--- src/hdl/gfau_pkg.sv ---
package gfau_pkg;

  // Field polynomial x^8 + x^4 + x^3 + x + 1: the low byte folds back on a multiply by x,
  // the full nine bits reduce a squared element.
  localparam logic [7:0] POLY_LOW  = 8'h1B;
  localparam logic [8:0] POLY_FULL = 9'h11B;

  typedef enum logic [1:0] {
    OP_ADD = 2'd0,
    OP_MUL = 2'd1,
    OP_QUO = 2'd2,
    OP_INV = 2'd3
  } op_t;

  typedef struct packed {
    op_t        op;
    logic [7:0] a;
    logic [7:0] b;
  } in_t;

  // Stage payload. The x fields hold the add or multiply result in x0, or the
  // partial products of the inverse power chain.
  typedef struct packed {
    op_t        op;
    logic [7:0] divisor;
    logic [2:0] deg;
    logic [7:0] rem;
    logic [7:0] quo;
    logic [7:0] x0;
    logic [7:0] x1;
    logic [7:0] x2;
    logic [7:0] x3;
  } pipe_t;

  typedef struct packed {
    logic [7:0] result;
    logic       divide_by_zero;
  } out_t;

  function automatic logic [7:0] gf_mul_x(logic [7:0] v);
    logic [7:0] s;
    s = {v[6:0], 1'b0};
    return v[7] ? (s ^ POLY_LOW) : s;
  endfunction

  function automatic logic [7:0] gf_mul(logic [7:0] a, logic [7:0] b);
    logic [7:0] acc;
    acc = '0;
    for (int i = 7; i >= 0; i--) begin
      acc = gf_mul_x(acc);
      if (a[i]) acc = acc ^ b;
    end
    return acc;
  endfunction

  // Squaring is linear over GF(2): spread the bits, then reduce.
  function automatic logic [7:0] gf_sqr(logic [7:0] v);
    logic [14:0] t;
    t = '0;
    for (int i = 0; i < 8; i++) t[2*i] = v[i];
    for (int k = 14; k >= 8; k--) begin
      if (t[k]) t = t ^ (15'(POLY_FULL) << (k - 8));
    end
    return t[7:0];
  endfunction

  function automatic logic [2:0] poly_deg(logic [7:0] v);
    logic [2:0] d;
    d = '0;
    for (int i = 0; i < 8; i++) begin
      if (v[i]) d = 3'(i);
    end
    return d;
  endfunction

  // One step of long division: tries quotient bit pos.
  function automatic pipe_t div_step(pipe_t p, logic [2:0] pos);
    logic [3:0] idx;
    pipe_t      r;
    r   = p;
    idx = {1'b0, pos} + {1'b0, p.deg};
    if (!idx[3] && p.rem[idx[2:0]]) begin
      r.quo[pos] = 1'b1;
      r.rem      = p.rem ^ (p.divisor << pos);
    end
    return r;
  endfunction

endpackage

--- src/hdl/gfau_if.sv ---
interface gfau_req_if;
  logic       valid;
  logic       ready;
  logic [1:0] operation;
  logic [7:0] operand_a;
  logic [7:0] operand_b;

  modport source (output valid, output operation, output operand_a, output operand_b,
                  input ready);
  modport sink   (input valid, input operation, input operand_a, input operand_b,
                  output ready);
endinterface

interface gfau_rsp_if;
  logic       valid;
  logic       ready;
  logic [7:0] result;
  logic       divide_by_zero;

  modport source (output valid, output result, output divide_by_zero, input ready);
  modport sink   (input valid, input result, input divide_by_zero, output ready);
endinterface

--- src/hdl/gfau_stage1.sv ---
module gfau_stage1 (
  input  logic            clk,
  input  logic            rst,
  input  logic            in_valid,
  output logic            in_ready,
  input  gfau_pkg::in_t   in_data,
  output logic            out_valid,
  input  logic            out_ready,
  output gfau_pkg::pipe_t out_data
);

  gfau_pkg::pipe_t  stage_next;
  logic [7:1][7:0]  pw;

  assign in_ready = !out_valid || out_ready;

  always_comb begin
    // Powers a^(2^k) for the inverse chain.
    pw[1] = gfau_pkg::gf_sqr(in_data.a);
    pw[2] = gfau_pkg::gf_sqr(pw[1]);
    pw[3] = gfau_pkg::gf_sqr(pw[2]);
    pw[4] = gfau_pkg::gf_sqr(pw[3]);
    pw[5] = gfau_pkg::gf_sqr(pw[4]);
    pw[6] = gfau_pkg::gf_sqr(pw[5]);
    pw[7] = gfau_pkg::gf_sqr(pw[6]);

    stage_next         = '0;
    stage_next.op      = in_data.op;
    stage_next.divisor = in_data.b;
    stage_next.deg     = gfau_pkg::poly_deg(in_data.b);
    stage_next.rem     = in_data.a;
    stage_next         = gfau_pkg::div_step(stage_next, 3'd7);
    stage_next         = gfau_pkg::div_step(stage_next, 3'd6);
    stage_next         = gfau_pkg::div_step(stage_next, 3'd5);

    case (in_data.op)
      gfau_pkg::OP_ADD: stage_next.x0 = in_data.a ^ in_data.b;
      gfau_pkg::OP_MUL: stage_next.x0 = gfau_pkg::gf_mul(in_data.a, in_data.b);
      gfau_pkg::OP_INV: begin
        stage_next.x0 = gfau_pkg::gf_mul(pw[1], pw[2]);
        stage_next.x1 = gfau_pkg::gf_mul(pw[3], pw[4]);
        stage_next.x2 = gfau_pkg::gf_mul(pw[5], pw[6]);
        stage_next.x3 = pw[7];
      end
      default: ;
    endcase
  end

  always_ff @(posedge clk) begin
    if (rst) begin
      out_valid <= 1'b0;
    end else if (in_ready) begin
      out_valid <= in_valid;
    end
  end

  always_ff @(posedge clk) begin
    if (in_ready && in_valid) begin
      out_data <= stage_next;
    end
  end

endmodule

--- src/hdl/gfau_stage2.sv ---
module gfau_stage2 (
  input  logic            clk,
  input  logic            rst,
  input  logic            in_valid,
  output logic            in_ready,
  input  gfau_pkg::pipe_t in_data,
  output logic            out_valid,
  input  logic            out_ready,
  output gfau_pkg::pipe_t out_data
);

  gfau_pkg::pipe_t stage_next;

  assign in_ready = !out_valid || out_ready;

  always_comb begin
    stage_next = gfau_pkg::div_step(in_data, 3'd4);
    stage_next = gfau_pkg::div_step(stage_next, 3'd3);
    stage_next = gfau_pkg::div_step(stage_next, 3'd2);
    // Second level of the inverse product tree.
    if (in_data.op == gfau_pkg::OP_INV) begin
      stage_next.x0 = gfau_pkg::gf_mul(in_data.x0, in_data.x1);
      stage_next.x1 = gfau_pkg::gf_mul(in_data.x2, in_data.x3);
    end
  end

  always_ff @(posedge clk) begin
    if (rst) begin
      out_valid <= 1'b0;
    end else if (in_ready) begin
      out_valid <= in_valid;
    end
  end

  always_ff @(posedge clk) begin
    if (in_ready && in_valid) begin
      out_data <= stage_next;
    end
  end

endmodule

--- src/hdl/gfau_stage3.sv ---
module gfau_stage3 (
  input  logic            clk,
  input  logic            rst,
  input  logic            in_valid,
  output logic            in_ready,
  input  gfau_pkg::pipe_t in_data,
  output logic            out_valid,
  input  logic            out_ready,
  output gfau_pkg::out_t  out_data
);

  gfau_pkg::pipe_t div_last;
  gfau_pkg::out_t  stage_next;

  assign in_ready = !out_valid || out_ready;

  always_comb begin
    div_last = gfau_pkg::div_step(in_data, 3'd1);
    div_last = gfau_pkg::div_step(div_last, 3'd0);
    stage_next = '0;
    case (in_data.op)
      gfau_pkg::OP_ADD,
      gfau_pkg::OP_MUL: stage_next.result = in_data.x0;
      gfau_pkg::OP_QUO: begin
        if (in_data.divisor == 8'd0) begin
          stage_next.divide_by_zero = 1'b1;
        end else begin
          stage_next.result = div_last.quo;
        end
      end
      gfau_pkg::OP_INV: stage_next.result = gfau_pkg::gf_mul(in_data.x0, in_data.x1);
      default: ;
    endcase
  end

  always_ff @(posedge clk) begin
    if (rst) begin
      out_valid <= 1'b0;
    end else if (in_ready) begin
      out_valid <= in_valid;
    end
  end

  always_ff @(posedge clk) begin
    if (in_ready && in_valid) begin
      out_data <= stage_next;
    end
  end

endmodule

--- src/hdl/gf256_arithmetic_unit.sv ---
// GF(2^8) arithmetic unit over the AES field polynomial x^8 + x^4 + x^3 + x + 1.
// Each request transfer carries an operation and two bytes and yields exactly one
// response transfer: add (XOR), field multiply, plain polynomial long-division
// quotient with no reduction, or the inverse of operand_a computed as a^254 (so
// the inverse of zero is zero). A quotient with a zero divisor returns zero and
// sets divide_by_zero, which is low for every other operation. The block takes
// one request per clock while the response side does not stall, and each
// response leaves from the last of three pipeline stages. Each stage holds one
// level of the inverse product tree and three, three and two steps of the long
// division. Each stage stalls on its own, so bubbles are squeezed out and a
// waiting response never drops or repeats data.
module gf256_arithmetic_unit (
  input  logic       clk,
  input  logic       rst,
  gfau_req_if.sink   req,
  gfau_rsp_if.source rsp
);

  gfau_pkg::in_t   req_data;
  gfau_pkg::pipe_t s1_data;
  gfau_pkg::pipe_t s2_data;
  gfau_pkg::out_t  s3_data;
  logic            s1_valid;
  logic            s1_ready;
  logic            s2_valid;
  logic            s2_ready;

  // The two-bit operation field maps onto all four operation codes.
  assign req_data.op = gfau_pkg::op_t'(req.operation);
  assign req_data.a  = req.operand_a;
  assign req_data.b  = req.operand_b;

  // First stage: squaring chain, first product level, top quotient bits.
  gfau_stage1 u_stage1 (
    .clk       (clk),
    .rst       (rst),
    .in_valid  (req.valid),
    .in_ready  (req.ready),
    .in_data   (req_data),
    .out_valid (s1_valid),
    .out_ready (s1_ready),
    .out_data  (s1_data)
  );

  // Second stage: middle quotient bits and the second product level.
  gfau_stage2 u_stage2 (
    .clk       (clk),
    .rst       (rst),
    .in_valid  (s1_valid),
    .in_ready  (s1_ready),
    .in_data   (s1_data),
    .out_valid (s2_valid),
    .out_ready (s2_ready),
    .out_data  (s2_data)
  );

  // Third stage: last quotient bits, final product and result selection.
  // Its register is the output register of the block.
  gfau_stage3 u_stage3 (
    .clk       (clk),
    .rst       (rst),
    .in_valid  (s2_valid),
    .in_ready  (s2_ready),
    .in_data   (s2_data),
    .out_valid (rsp.valid),
    .out_ready (rsp.ready),
    .out_data  (s3_data)
  );

  assign rsp.result         = s3_data.result;
  assign rsp.divide_by_zero = s3_data.divide_by_zero;

endmodule

--- src/flat_wrapper.sv ---
// flat-port wrapper written by rule: the top's interface ports become plain ports
module gf256_arithmetic_unit_flat 
  (clk, rst, req_valid, req_operation, req_operand_a, req_operand_b, req_ready, rsp_valid, rsp_result, rsp_divide_by_zero, rsp_ready);
  gfau_req_if req_i ();
  gfau_rsp_if rsp_i ();
  input  logic clk;
  input  logic rst;
  input wire logic [$bits(req_i.valid)-1:0] req_valid;
  input wire logic [$bits(req_i.operation)-1:0] req_operation;
  input wire logic [$bits(req_i.operand_a)-1:0] req_operand_a;
  input wire logic [$bits(req_i.operand_b)-1:0] req_operand_b;
  output wire logic [$bits(req_i.ready)-1:0] req_ready;
  output wire logic [$bits(rsp_i.valid)-1:0] rsp_valid;
  output wire logic [$bits(rsp_i.result)-1:0] rsp_result;
  output wire logic [$bits(rsp_i.divide_by_zero)-1:0] rsp_divide_by_zero;
  input wire logic [$bits(rsp_i.ready)-1:0] rsp_ready;
  assign req_i.valid = req_valid;
  assign req_i.operation = req_operation;
  assign req_i.operand_a = req_operand_a;
  assign req_i.operand_b = req_operand_b;
  assign req_ready = req_i.ready;
  assign rsp_valid = rsp_i.valid;
  assign rsp_result = rsp_i.result;
  assign rsp_divide_by_zero = rsp_i.divide_by_zero;
  assign rsp_i.ready = rsp_ready;
  gf256_arithmetic_unit u_core (.clk(clk), .rst(rst), .req(req_i), .rsp(rsp_i));
endmodule
--- config.mk ---
export PLATFORM = sky130hd
export DESIGN_NAME = gf256_arithmetic_unit_flat
export DESIGN_NICKNAME = d
export VERILOG_FILES = /design/src/hdl/gfau_pkg.sv /design/src/hdl/gfau_if.sv /design/src/hdl/gfau_stage1.sv /design/src/hdl/gfau_stage2.sv /design/src/hdl/gfau_stage3.sv /design/src/hdl/gf256_arithmetic_unit.sv /design/src/flat_wrapper.sv
export SDC_FILE = /design/constraint.sdc
export NUM_CORES = 1
export LEC_CHECK = 0
export ABC_AREA = 1
export BUFFER_PORTS_ARGS = -buffer_cell sky130_fd_sc_hd__buf_2
export CAP_MARGIN = 5
export CORE_ASPECT_RATIO = 1.4
export CORE_UTILIZATION = 55
export DETAILED_ROUTE_END_ITERATION = 7
export PLACE_DENSITY = 0.71
export SYNTH_ARGS = -nofsm -noshare
export SYNTH_HDL_FRONTEND = slang
export SYNTH_HIERARCHICAL = 1
export SYNTH_SLANG_ARGS = --single-unit
--- constraint.sdc ---
create_clock -name clk -period 4.8 [get_ports clk]
set_input_delay 0.72 -clock clk [delete_from_list [all_inputs] [get_ports clk]]
set_output_delay 0.72 -clock clk [all_outputs]
set_load 0.03 [all_outputs]
Word level (Yosys, flattened, before mapping) --
Cells that the tools add are included.
Storage, ports and cells: bits in writable memories 0, register bits 111, memory bits (read-only) 0, memories 0, bits in latches 0, output and inout port bits 11, word-level logic and storage cells 469
Operators by class: add/sub/neg operators 7, divide/modulo/power cells 0, equal/unequal tests 6, shift-type cells 0, reduce and logical (&&, ||, !) cells 27, order comparisons 8, bitwise gates (word level) 155, mux-type cells 242, multiply operators 0
Operator list (number):
- 8-bit 2-to-1 mux | 119
- 8-bit XOR | 57
- 4-bit NOT | 98
- 5-bit 2-to-1 mux | 56
- 11-bit 2-to-1 mux | 7
- 9-bit 2-to-1 mux | 8
- 10-bit 2-to-1 mux | 7
- 7-bit 2-to-1 mux | 7
- 8-bit case mux with 3 select lines | 2
- 6-bit 2-to-1 mux | 7
- 3-bit by 4-bit < comparator with 1-bit output (second input constant) | 8
- 1-bit binary-select mux with 3-bit select | 8
- 3-bit 2-to-1 mux | 6
- 3-bit by 3-bit adder with 4-bit output (first input constant) | 4
- 16-bit 2-to-1 mux | 1
- 1-bit 2-to-1 mux | 14
- 1-bit logical AND | 10
- 1-bit zero test | 10
- 2-bit by 3-bit adder with 4-bit output (first input constant) | 2
- 2-bit equality test (second input constant) | 4
- 8-bit zero test | 1
- 1-bit by 3-bit adder with 4-bit output (first input constant) | 1
- 2-bit by 1-bit equality test with 1-bit output (second input constant) | 2
- 2-bit zero test | 2
- 2 further kinds | 4

Depth between registers and ports, before layout --
Gate-level depths: netlist of run 1.
depth in word-level cells 120, gate-level depth with buffers 40, depth with buffers taken out 38

Hierarchy --
Netlist of run 1, hierarchy kept.
By module, submodules not included:
- gfau_stage1 | sequential area each 1701.6 um2, cells each 1168, area an instance 8171.6 um2, times used 1
- gfau_stage2 | sequential area each 1851.8 um2, cells each 614, area an instance 5008.6 um2, times used 1
- gfau_stage3 | sequential area each 290.3 um2, cells each 401, area an instance 2250.9 um2, times used 1

Worst setup path before layout of run 1 --
OpenSTA, ideal clock, no wires.
kind input-to-reg, from in req_operand_a[3], to reg u_core/u_stage1/out_data[12] (netlist name), data pin, setup time 255 ps, slack -256 ps, stages 35, arrival time 4801 ps, required time 4545 ps, path through buf_2 -> inv_2 -> nand2_1 -> nand2_2 -> ha_1 -> clkinv_1 -> nand2_1 -> nand2_1 -> inv_2 -> nand2_2 -> nand2_4 -> inv_4 -> ha_1 -> clkbuf_1 -> inv_1 -> nand2_1 -> nand2_1 -> ha_1 -> inv_1 -> clkbuf_1 -> nand2_1 -> inv_1 -> nand2_1 -> nand2_1 -> nand2_1 -> nand2_1 -> nand2_1 -> nand2_1 -> nand2_1 -> nand2_1 -> nand2_1 -> nand2_1 -> nand2_1 -> a21oi_1 -> nor2_1
On the way: word-level cells in the longest chain between the ends 77, elaborated cells on any way between the ends 109
Ends and longest elaborated chain:
- start: declaration | line flat_wrapper.sv:10 | input wire logic [$bits(req_i.operand_a)-1:0] req_operand_a;
- 4-bit NOT (no line)
- 11-bit 2-to-1 mux * | line gfau_pkg.sv:62 | if (t[k]) t = t ^ (15'(POLY_FULL) << (k - 8));
- 4-bit NOT (no line)
- 10-bit 2-to-1 mux * | line gfau_pkg.sv:62
- 9-bit 2-to-1 mux * | line gfau_pkg.sv:62
- 4-bit NOT (no line)
- 8-bit 2-to-1 mux * | line gfau_pkg.sv:62
- 4-bit NOT (no line)
- (+61 left out)
- 5-bit 2-to-1 mux / 8-bit 2-to-1 mux (equally long branches) | line gfau_pkg.sv:43, gfau_pkg.sv:51
- 8-bit XOR / 8-bit 2-to-1 mux (equally long branches) | line gfau_pkg.sv:51, gfau_stage1.sv:36
- 8-bit 2-to-1 mux / 8-bit XOR (equally long branches) | line gfau_pkg.sv:51 | if (a[i]) acc = acc ^ b;
- 8-bit 2-to-1 mux (on tied branches) | line gfau_stage1.sv:36, gfau_pkg.sv:51
- 4-bit NOT (no line) / 8-bit 2-to-1 mux (equally long branches)
- 5-bit 2-to-1 mux | line gfau_pkg.sv:43 | return v[7] ? (s ^ POLY_LOW) : s;
- 8-bit XOR | line gfau_pkg.sv:51
- 8-bit 2-to-1 mux * | line gfau_pkg.sv:51
- end signal: assignment | line gfau_stage1.sv:59 | out_data <= stage_next;
- end: declaration | line gfau_stage1.sv:9 | output gfau_pkg::pipe_t out_data
Mark *: on every way between the ends. The rest lies on a longest branch, timed or not. The select of a mux whose other input is x is not followed. A chain may end at the register's enable or synchronous reset.

Worst setup path after layout of run 1 --
from in req_operand_a[6], to reg u_core/u_stage1/out_data[9] (netlist name), data pin
On the way: word-level cells in the longest chain between the ends 78, elaborated cells on any way between the ends 110
Ends and longest elaborated chain:
- 9-bit 2-to-1 mux * | line gfau_pkg.sv:62
- 4-bit NOT (no line)
- 8-bit 2-to-1 mux | line gfau_pkg.sv:62
- 7-bit 2-to-1 mux | line gfau_pkg.sv:62
- 4-bit NOT (no line)
- 6-bit 2-to-1 mux | line gfau_pkg.sv:62
- 4-bit NOT (no line)
- 5-bit 2-to-1 mux | line gfau_pkg.sv:62
- (+62 left out)
- 5-bit 2-to-1 mux | line gfau_pkg.sv:43
- 8-bit XOR | line gfau_pkg.sv:51
- 8-bit 2-to-1 mux | line gfau_pkg.sv:51
- 8-bit 2-to-1 mux | line gfau_stage1.sv:36 | case (in_data.op)
- 4-bit NOT (no line)
- 5-bit 2-to-1 mux | line gfau_pkg.sv:43
- 8-bit XOR | line gfau_pkg.sv:51
- 8-bit 2-to-1 mux * | line gfau_pkg.sv:51
Marks and branches as above.

==> results.txt, run 1 <==
At the pin with the least slew margin, the transition time is about 770 ps. The post-cts repair resize count is 0. The number of search-and-repair iterations in the first detailed-routing pass is 5. Setup slack on the critical path of the routed design comes to roughly 370 ps.

The post-route met1 wirelength came out at around 14000 µm. In the routed design, unresolved DRC markers number 0. The average size of a mapped cell came out at between 6 and 7 µm². The share of cells above drive strength 1 came out at around 17%.

The via count normalized by instance count is 5.13. The endpoint of the worst-slack reg-to-reg timing path is u_core/u_stage2/out_data[45]$_DFFE_PP_. The number of cells produced by synthesis is 2167. The number of cell rows is 71. The worst setup path is captured at a flop. The total met3 wirelength after detailed routing came out at ~1500 µm. The worst-case clock buffer depth came out at 2.

The setup path with the least slack is of type input pin to flop. The remaining global-route overflow came out at 0. The first-pass GRT wire length is between 50000 and 60000 µm. The final number of max-transition violations is 0. The H-tree depth reported by CTS is 4. The number of filler cells placed in the layout came out at between 2000 and 2500. The area of the multi-input gates came out at slightly above 0.01 mm². The average routed wire per standard cell came out at around 14 µm.

Once placement completed, the tool counted placed cells totaling about 2600. The number of nets in the final layout came out at 2316. The overall routed net length came out at roughly 36000 µm.

The die covers between 0.02 and 0.03 mm². The cell that appears most often on the critical path is sky130_fd_sc_hd__nand2_1. The total placed instance area is 0.0162 mm². The maximum number of pins on one net before global-route repair is 57. The number of cells on the worst reg-to-reg path is 15. The count of nets left with antenna violations after detail routing came out at 0.

The worst slack after detailed placement is -191 ps. In this run the register-to-register setup slack is ~1500 ps. The die span in x came out at between 100 and 150 µm. The launch instance of the worst register-to-register path is u_core/u_stage1/out_data[48]$_DFFE_PP_. The number of I/O port buffers is 32. The DRC violation total after the first TritonRoute iteration came out at between 700 and 800. The count of final setup violators came out at 0.

Setup repair after global routing left no endpoint under its margin. The mapped netlist covers between 0.01 and 0.015 mm². The final number of hold-violating endpoints is 0. The yosys synthesis warning count is 6. The via count of the first global-routing pass came out at 13100.

The HPWL after detailed placement is between 20000 and 30000 µm. The path category of the worst min-delay check is flop to flop. Of the available clock period, the critical path in the final layout requires between 90 and 100%. The flow ran to the end, and the final reports show no timing, DRC or antenna violations. The root buffer cell chosen for the clock tree is sky130_fd_sc_hd__clkbuf_16. The count of cells in the finished layout, fillers not included, comes to approximately 2700. The worst hold path was traced through 0 stages. The top routing layer in use is met4. The I/O pin count is 33. The maximum single-stage delay on the critical path is between 300 and 400 ps. From bottom edge to top edge, the die measures 197 µm.

The amount of wire on met2 after detailed routing came out at roughly 19000 µm. The later-pin clock latency in the skew report is between 400 and 500 ps. The count of inserted antenna diode cells came out at 0. The maximum fanout along the worst path came out at 8.

For this run, the top clock speed supported by timing is roughly 230 MHz. The number of clock sinks seen by CTS came out at roughly 110. The worst hold path terminates at u_core/u_stage2/out_data[57]$_DFFE_PP_. After clock tree synthesis, the clock-pin slew on the worst setup and hold paths is 60 ps. The cell type of the slowest stage on the worst timing path is sky130_fd_sc_hd__ha_1. The TritonCTS buffer count is 17.

Global routing used between 20% and 30% of the available tracks. The clock arrives with a little over 8 ps of skew. On the final layout, the worst hold slack is between 400 and 500 ps. The standard cell core area is ~0.027 mm². The count of maximum capacitance violations came out at 0. The area growth from synthesis to layout is 12.7%. The count of buffers added by post-CTS timing repair for setup came out at 0.

The overall via count from detail_route is ~14000. The worst max-slew margin expressed relative to the limit came out at between 40% and 50%. STA classifies the critical path startpoint as an input pin. TritonCTS built the clock tree. After clock tree synthesis, the flow added hold-fix buffers numbering 0. The time the final worst path needs with I/O delays and setup is around 4400 ps. The area occupied by registers is 0.00336 mm².

The starting density of the core is 55.7%. The initial antenna violation count is 0. The startpoint identified for the worst hold timing path is u_core/u_stage1/out_data[57]$_DFFE_PP_. Routability-driven placement finished with a final weighted congestion of about 0.9. The finished cells cover about 0.017 mm². The critical path data required time is about 5000 ps.

At the worst endpoint, the arrival time is approximately 4600 ps.
==> state kept, by name (all words and copies together), names as in the netlist <==
signal and flops:
u_core/u_stage1/out_data 56, u_core/u_stage2/out_data 45, u_core/u_stage3/out_data 9, u_core/u_stage1/out_valid 1, u_core/u_stage2/out_valid 1, u_core/u_stage3/out_valid 1
==> stage by stage <==
stage	util [%]	TNS, ps
after floorplan	-	0
after global placement	60.4	-451
after detailed placement	60.4	-1220
after CTS	62.7	0
after global routing	62.8	0
final	62.8	0
==> how the worst max path moves through the flow <==
stage,startpoint,end,slack (ps)
2_1_floorplan,req_operand_a[3],u_core/u_stage1/out_data[19]$_SDFFCE_PN0P_,20
3_3_place_gp,req_operand_a[7],u_core/u_stage1/out_data[9]$_SDFFCE_PN0P_,-120
3_5_place_dp,req_operand_a[7],u_core/u_stage1/out_data[15]$_SDFFCE_PN0P_,-190
4_1_cts,req_operand_a[7],u_core/u_stage1/out_data[15]$_SDFFCE_PN0P_,240
5_1_grt,req_operand_a[6],u_core/u_stage1/out_data[8]$_SDFFCE_PN0P_,2
6_report,req_operand_a[6],u_core/u_stage1/out_data[9]$_SDFFCE_PN0P_,370
==> critical path, delay by kind of cell <==
kind | cells | cell delay [ps]
compound gates | 2 | 340
xor+xnor | 4 | 680
fa+ha+maj | 2 | 710
buf+inv | 5 | 480
simple gates | 19 | 1660
==> per-layer routing <==
| metal | global-route usage, % | vias up |
|---|---|---|
| met5 | 0 | - |
| met4 | 11.0 | 0 |
| met3 | 2.52 | 79 |
| met2 | 51.9 | 348 |
| met1 | 28.4 | 6257 |
| li1 | - | 6943 |
==> cell type report <==
class / instances / area share (%)
multi-input combinational: 1753 / 61.4
tap: 365 / 2.71
timing repair buffer: 174 / 7.35
sequential: 113 / 20.0
clock inverter: 14 / 1.05
clock buffer: 18 / 2.61
inverter: 218 / 4.93
==> cell usage in the layout, fill, tap and decap left out, types with 5 or more instances in the layout <==
cell,count
sky130_fd_sc_hd__clkbuf_16,17
sky130_fd_sc_hd__xor2_2,16
sky130_fd_sc_hd__xnor2_1,171
sky130_fd_sc_hd__edfxtp_1,110
sky130_fd_sc_hd__inv_2,22
sky130_fd_sc_hd__nor2_1,106
sky130_fd_sc_hd__buf_2,32
sky130_fd_sc_hd__nand2_1,752
sky130_fd_sc_hd__conb_1,5
sky130_fd_sc_hd__xnor2_2,6
sky130_fd_sc_hd__nand3_1,143
sky130_fd_sc_hd__ha_1,16
sky130_fd_sc_hd__nand2_2,59
sky130_fd_sc_hd__nand4_1,9
sky130_fd_sc_hd__o211ai_1,6
sky130_fd_sc_hd__nand2_4,20
sky130_fd_sc_hd__a21oi_1,47
sky130_fd_sc_hd__nand3_2,24
sky130_fd_sc_hd__o21bai_1,6
sky130_fd_sc_hd__nand3b_1,5
sky130_fd_sc_hd__buf_4,141
sky130_fd_sc_hd__inv_1,190
sky130_fd_sc_hd__o21ai_0,44
sky130_fd_sc_hd__o21ai_1,13
sky130_fd_sc_hd__xor2_1,256
Power of run 1 is left out: the tool's default activity adds up to more than one toggle a clock period on the data nets, which glitch-free logic cannot reach.
==> run 2, diff against run 1 <==
--- a/config.mk
+++ b/config.mk
@@ -9,9 +9,9 @@
 export BUFFER_PORTS_ARGS = -buffer_cell sky130_fd_sc_hd__buf_2
 export CAP_MARGIN = 5
 export CORE_ASPECT_RATIO = 1.4
-export CORE_UTILIZATION = 55
+export CORE_UTILIZATION = 41
 export DETAILED_ROUTE_END_ITERATION = 7
-export PLACE_DENSITY = 0.71
+export PLACE_DENSITY = 0.55
 export SYNTH_ARGS = -nofsm -noshare
 export SYNTH_HDL_FRONTEND = slang
 export SYNTH_HIERARCHICAL = 1
==> constraint.sdc (replaced) <==
create_clock -name clk -period 4.8 [get_ports clk]
set_input_delay 0.96 -clock clk [delete_from_list [all_inputs] [get_ports clk]]
set_output_delay 0.96 -clock clk [all_outputs]
set_load 0.02 [all_outputs]
==> run 2 against run 1 <==
  * Register-to-register slack worse by 60 ps
  * Clock skew up 2.2 ps
  * First-iteration DRC count decreased by 31%
  * Routed wire length grew 4.6%
  * Final area increased by 2.8%
  * Flip-flop and latch count stayed put
  * Global-route usage down 5.4 points
  * Utilization is 15 points lower
  * Fmax down 2.0%
  * Setup slack got worse by 89 ps
  * Largest cell class unchanged
  * Highest routed layer unchanged
==> results.txt, run 2 (synthesis gave the netlist of run 1 again) <==
The flow ran to the end, and the final reports show no timing, DRC or antenna violations. The worst-case clock buffer depth came out at 2. The pre-antenna-repair detailed-routing pass consisted of 5 iterations. The average routed wire per standard cell is 13.6 µm. In this run the cell area measured after placement is around 0.017 mm². Cells fill approximately half of the core in the end. In this run the most critical hold path is launched from u_core/u_stage1/out_data[57]$_DFFE_PP_. Cells with a size suffix above 1 make up about a fifth of the layout. The number of clock buffers added by TritonCTS is 17. The register with the most flip-flops in the final layout is u_core/u_stage1/out_data.

The final number of hold-violating endpoints came out at 0. The library cell used most frequently in the layout, excluding fill and tap cells, is sky130_fd_sc_hd__nand2_1. The HPWL after detailed placement came out at 30100 µm. The global-route usage over all layers is a little over a fifth.

The register with the most flip-flops in the layout has 56 of them. The via count of the first global-routing pass is 13300. The count of buffers added by post-CTS timing repair for setup came out at 0. The H-tree depth reported by CTS is 4. The number of placed cells counting well taps is roughly 2800. Counting stages on the worst path, the most repeated cell is sky130_fd_sc_hd__nand2_1. The post-route non-filler standard cell count is 2783. The worst path arrival time is between 4000 and 5000 ps. The DRC violation total after the first TritonRoute iteration is just over 500.

For the pin with the worst max-slew slack, the measured transition is around 840 ps. The post-route clock skew is around 10 ps. The worst setup path is captured at a flop. The final number of max-transition violations is 0.

The worst pin sits at a relative slew slack of about 44%. The fmax is roughly 220 MHz. The finished cells cover around 0.017 mm². Of the available clock period, the critical path in the final layout requires between 90 and 100%.

The later-pin clock latency in the skew report came out at roughly 430 ps. The number of nets in the final layout came out at approximately 2300. The die span in x is approximately 160 µm.

The congestion estimate from routability-driven global placement came to a little over 0.9. The worst setup path is launched from an input pin. The first-pass GRT wire length came out at 63400 µm. Setup repair after global routing left no endpoint under its margin. The top cell family by delay on the critical path is XOR/XNOR gates. The number of I/O port buffers came out at 32. The critical path data required time came out at around 5000 ps.

The remaining global-route overflow came out at 0. The die covers 0.0372 mm². The overall via count from detail_route is around 13000. The count of nets left with antenna violations after detail routing came out at 0. TritonCTS built the clock tree. The maximum single-stage delay on the critical path came out at ~360 ps.

The register-to-register path setup slack is between 1000 and 1500 ps. The I/O pin count is 33. The time the final worst path needs with I/O delays and setup came out at between 4000 and 5000 ps. The post-layout worst setup margin is 283 ps. The initial antenna violation count came out at 0.

The worst slack after detailed placement came out at -288 ps. After clock tree synthesis, the clock-pin slew on the worst setup and hold paths is about 60 ps. The area added between synthesis and finish came out at 15.8%. Max-cap violations in this run came to 0.

The number of DRC violations after detailed routing came out at 0. The overall routed net length came out at approximately 38000 µm. The total area inside the core boundary comes to 0.0359 mm². The die extent in y is ~230 µm.

0 antenna diodes ended up in the layout. The startpoint identified for the worst register-to-register timing path is u_core/u_stage1/out_data[48]$_DFFE_PP_. Along the worst path, the maximum fanout reaches 7.

By startpoint and endpoint, the worst setup path is classified as input pin to flop. After detailed routing, the number of vias per cell comes to ~4.8. The tightest min-delay check is of the flop to flop type. The most critical setup path has its startpoint at req_operand_a[6]. The largest individual stage delay along the critical path comes from the cell sky130_fd_sc_hd__ha_1.

The clock tree root driver cell is sky130_fd_sc_hd__clkbuf_16. The largest registers in the layout are u_core/u_stage1/out_data x56, u_core/u_stage2/out_data x45, u_core/u_stage3/out_data x9. The starting density of the core is 41.6%. The maximum number of pins on one net before global-route repair is 46. The number of filler cells placed in the layout is between 3000 and 4000. The number of cell rows is between 80 and 90.

The top cell types in the final layout, fill and taps aside, are sky130_fd_sc_hd__nand2_1 (745), sky130_fd_sc_hd__xor2_1 (252), sky130_fd_sc_hd__inv_1 (187). The number of clock sinks seen by CTS is 113. The count of buffer and inverter cells on the critical path is 5.

Setup violations remaining at the end of the flow were counted as 0.
-- run 2: area by class of cell --
cell class	count	area, µm²	area share [%]
Multi-Input combinational cell	1753	10500	60.4
Sequential cell	113	3360	19.4
Timing Repair Buffer	205	1480	8.53
Inverter	218	835	4.82
Tap cell	462	578	3.34
Clock buffer	18	429	2.48
Clock inverter	14	176	1.02
-- run 2: worst reg2reg max path, stage by stage, from the launching register on --
cell and delay, ps:
sky130_fd_sc_hd__edfxtp_1 660, sky130_fd_sc_hd__inv_2 200, sky130_fd_sc_hd__ha_1 420, sky130_fd_sc_hd__a21oi_1 60, sky130_fd_sc_hd__o21ai_1 110, sky130_fd_sc_hd__a21oi_1 100, sky130_fd_sc_hd__a211oi_2 500, sky130_fd_sc_hd__nand2_4 160
sky130_fd_sc_hd__nand2_2 100, sky130_fd_sc_hd__nand3_1 70, sky130_fd_sc_hd__nand2_1 100, sky130_fd_sc_hd__nand2_2 70, sky130_fd_sc_hd__a21oi_4 240, sky130_fd_sc_hd__nand2_2 160, sky130_fd_sc_hd__nand2_1 90, sky130_fd_sc_hd__nand2_1 60
-- run 2: repair_timing --
| item | 4_1_cts | 5_1_grt |
|---|---|---|
| hold buffers | 0 | 0 |
| gates resized for setup | 0 | 24 |
| endpoints found under the setup margin | 0 | 10 |
-- run 2: final timing paths --
| path | end | cells after the start |
|---|---|---|
| worst min register to register | u_core/u_stage2/out_data[57]$_DFFE_PP_ | 0 |
| worst max-delay path | u_core/u_stage1/out_data[14]$_SDFFCE_PN0P_ | 27 |
| worst min-delay path | u_core/u_stage2/out_data[57]$_DFFE_PP_ | 0 |
| worst max register to register | u_core/u_stage2/out_data[42]$_DFFE_PP_ | 15 |
-- run 2: stage by stage --
stage	setup TNS (ps)	hold slack, ps
global route	0	443
global placement	-1500	411
finish	0	418
CTS	0	423
detailed placement	-2540	411
floorplan	0	400
-- run 2: routing by layer --
metal	part of all wire [%]	global-route usage, %	wire (µm)	vias up
met5	0	0	0	-
met4	3.0	9.58	1150	0
met3	2.1	2.16	776	75
met2	53	39.5	20100	196
met1	42	23.2	15800	6115
li1	-	-	-	6990
Power of run 2 is left out for the same reason.
==> run 3, diff against run 2 <==
--- a/config.mk
+++ b/config.mk
@@ -14,5 +14,4 @@
 export PLACE_DENSITY = 0.55
 export SYNTH_ARGS = -nofsm -noshare
 export SYNTH_HDL_FRONTEND = slang
-export SYNTH_HIERARCHICAL = 1
 export SYNTH_SLANG_ARGS = --single-unit
==> run 3 against run 2 <==
  * Final area shrank 7.3%
  * Flip-flop and latch count shrank 2
  * Setup slack gained 39 ps
  * Fmax grew 0.87%
  * Sequential share of layout area increased by 1.2 points
  * Clock skew about the same
  * First-iteration DRC count up 33%
  * Die area is 6.7% lower
  * Hold slack improved by 3.5 ps
  * Global-route usage fell by 0.10 points
==> results.txt, run 3 <==
The I/O pin count came out at 33. TritonCTS built the clock tree. The total placed instance area is roughly 0.016 mm².

The clock transition at the registers of the reported paths is roughly 80 ps. The area fraction of the dominant cell type after synthesis came out at between 20% and 30%. The number of nets in the final layout is roughly 2100.

The post-route non-filler standard cell count is between 2000 and 3000. The final design instance area without fill is ~0.016 mm². The die span in x is between 150 and 200 µm. The average routed wire per standard cell came out at 13.8 µm. The die extent in y came out at about 220 µm. The number of cells produced by synthesis is approximately 1900. Setup violations remaining at the end of the flow were counted as 0.

The post-synthesis sequential element count came out at around 110. The fmax came out at 223 MHz. The class of the most critical setup path is input pin to flop.

Ranked by total cell area, the synthesized netlist is headed by sky130_fd_sc_hd__edfxtp_1 (23%), sky130_fd_sc_hd__xor2_1 (16%), sky130_fd_sc_hd__nand2_1 (16%), sky130_fd_sc_hd__xnor2_1 (14%), sky130_fd_sc_hd__nor2_1 (3.5%). The time the final worst path needs with I/O delays and setup came out at 4480 ps. The standard cell core area is ~0.033 mm². The critical path contains buffers and inverters numbering 5 combined. Dividing the detail-routed via count by the number of cells gives 4.84. The min-delay analysis places its worst path in the category flop to flop. The kind of capture point of the worst setup path is a flop. The post-synthesis instance area came out at roughly 0.014 mm².

The starting density of the core is approximately two fifths. The number of search-and-repair iterations in the first detailed-routing pass is 5. For the pin with the worst max-slew slack, the measured transition is roughly 1100 ps. The commonest cells after synthesis are sky130_fd_sc_hd__nand2_1 (597), sky130_fd_sc_hd__xor2_1 (262), sky130_fd_sc_hd__xnor2_1 (215), sky130_fd_sc_hd__nor2_1 (130), sky130_fd_sc_hd__inv_1 (122).

The worst max-slew margin expressed relative to the limit came out at between 20% and 30%. The congestion estimate from routability-driven global placement came to 0.867. The number of clock sinks seen by CTS came out at approximately 110.

The count of nets left with antenna violations after detail routing is 0. The overall routed net length came out at 34700 µm. The run finished with clean final reports.

The share of the clock period used by the worst path came out at ~93%. The post-route clock skew is 10.6 ps. Data on the critical path is required at its endpoint by 4910 ps. The via count of the first global-routing pass was around 12000. The largest individual stage delay along the critical path comes from the cell sky130_fd_sc_hd__ha_4. The number of cell rows came out at between 70 and 80. The share of cells above drive strength 1 came out at between 10% and 20%.

The average size of a mapped cell came out at slightly above 7 µm². For this run, the leading register cell type out of synthesis is sky130_fd_sc_hd__edfxtp_1. The detailed router placed 12200 vias in this run. The remaining global-route overflow came out at 0. In the layout the commonest cells are sky130_fd_sc_hd__nand2_1 (587), sky130_fd_sc_hd__xor2_1 (260), sky130_fd_sc_hd__xnor2_1 (214). The final number of hold-violating endpoints came to 0. The worst-case clock buffer depth came out at 2. The maximum single-stage delay on the critical path came out at ~340 ps. The clock reaches the later pin of the worst-skew pair after 370 ps.

The HPWL after detailed placement is ~28000 µm. The cell with the most instances on the worst path is sky130_fd_sc_hd__nand2_1. 0 antenna diodes ended up in the layout. The yosys synthesis warning count came out at 0.

The post-layout worst setup margin came out at approximately 320 ps. The area added between synthesis and finish is 15.1%. The worst path arrival time came out at between 4000 and 5000 ps. The final number of max-transition violations was 0. The TritonCTS buffer count is 9. The largest registers in the layout are u_core.u_stage1.out_data x56, u_core.u_stage2.out_data x43, u_core.u_stage3.out_data x9.

The number of placed cells counting well taps is 2495. The most common library cell in the layout ignoring fill and taps is sky130_fd_sc_hd__nand2_1. The largest register by flop count is u_core.u_stage1.out_data. After detailed routing, the number of remaining DRC violations is 0. Synthesis produced a netlist with a net count of roughly 2000. The maximum fanout along the worst path is 6.

The first-pass GRT wire length is between 50000 and 60000 µm. The async set-or-reset flop fraction in the synthesized netlist is 0%. The full die area came out at about 0.035 mm².

The H-tree depth reported by CTS is 3. Global routing used 20.9% of the available tracks. sky130_fd_sc_hd__edfxtp_1 takes more of the synthesized area than any other cell. The first routing iteration left just under 700 violations.

The number of flops mapped to enable cells by yosys is about 110. The most common cell in the synthesized netlist is sky130_fd_sc_hd__nand2_1. The count of maximum capacitance violations is 0. The initial antenna violation count came to 0. Among cell families on the critical path, the largest total delay comes from simple AND/OR/NAND/NOR gates. The worst slack after detailed placement came out at -137 ps.

The maximum number of pins on one net before global-route repair is 57. For this run, the register share of the synthesized area comes to between 20% and 30%. In this run the tool buffered the top-level ports with 32 buffer cells. The register with the most flip-flops in the layout has between 50 and 60 of them. The number of filler cells placed in the layout came out at between 3000 and 4000. The type of origin of the critical path is an input pin. CTS placed an instance of sky130_fd_sc_hd__clkbuf_16 at the clock tree root. The count of cell types in the netlist came out at 53.
run 3: worst reg2reg max path, cell delays in order, from the launching register on:
cell                       delay [ps]
sky130_fd_sc_hd__edfxtp_1         600
sky130_fd_sc_hd__clkinv_1         370
sky130_fd_sc_hd__a21oi_1          200
sky130_fd_sc_hd__o21ai_0           90
sky130_fd_sc_hd__nand2_1           70
sky130_fd_sc_hd__inv_1             30
sky130_fd_sc_hd__nor2_1           290
sky130_fd_sc_hd__nand2_1          110
sky130_fd_sc_hd__xor2_1           250
sky130_fd_sc_hd__a21oi_1          120
sky130_fd_sc_hd__a32oi_1          220
sky130_fd_sc_hd__nand2_1           80
sky130_fd_sc_hd__nand2_1          200
sky130_fd_sc_hd__nor2_1            80
sky130_fd_sc_hd__xor2_1           180
sky130_fd_sc_hd__o21ai_0          160
sky130_fd_sc_hd__nor2_1            60
sky130_fd_sc_hd__o21bai_1         140
sky130_fd_sc_hd__nand3_1          230
sky130_fd_sc_hd__inv_1            140
sky130_fd_sc_hd__nand2_1           70
sky130_fd_sc_hd__xor2_1           140
run 3: repair_timing:
action / 4_1_cts / 5_1_grt
setup endpoints to repair: 0 / 8
hold buffers: 0 / 0
setup buffers: 0 / 10
gates resized for setup: 0 / 27
run 3: kinds of logic after synthesis:
family	count (synthesis)	share of synthesized area [%]
muxes	2	0.144
adders and majority gates	17	1.53
AOI/OAI and AO/OA	168	6.63
DFF	111	23.7
buffers and inverters	231	6.69
xor gates and xnor gates	487	31.4
and+or+nand+nor	929	29.9
run 3: worst paths after layout:
kind | start | end | slack (ps) | cells after the start
setup / recovery | req_operand_a[7] | u_core.u_stage1.out_data[9]$_SDFFCE_PN0P_ | 320 | 30
hold / removal | u_core.u_stage1.out_data[39]$_DFFE_PP_ | u_core.u_stage2.out_data[39]$_DFFE_PP_ | 420 | 0
setup reg to reg | u_core.u_stage1.out_data[48]$_DFFE_PP_ | u_core.u_stage2.out_data[47]$_DFFE_PP_ | 730 | 21
hold reg to reg | u_core.u_stage1.out_data[39]$_DFFE_PP_ | u_core.u_stage2.out_data[39]$_DFFE_PP_ | 420 | 0
run 3: final cells by class:
type                            instances  area, µm²  share of cell area, %
Inverter                              152        603                   3.76
Clock inverter                          7       71.3                  0.444
Tap cell                              445        557                   3.47
Timing Repair Buffer                  194       1390                   8.67
Clock buffer                            9        225                   1.40
Sequential cell                       111       3300                   20.6
Multi-Input combinational cell       1603       9900                   61.7
run 3: layer usage:
| metal | part of all wire, % | track usage [%] |
|---|---|---|
| met5 | 0 | 0 |
| met4 | 2.8 | 7.99 |
| met3 | 2.5 | 2.12 |
| met2 | 53 | 40.1 |
| met1 | 42 | 23.4 |
run 3: per-stage QoR:
step                      setup TNS, ps  hold slack (ps)  utilization [%]
after floorplan                    -200              400                -
after global placement            -90.3              410             46.7
after detailed placement           -623              405             46.7
after CTS                             0              423             47.6
after global routing              -15.7              426             48.2
final                                 0              422             48.2
Power of run 3 is left out for the same reason.
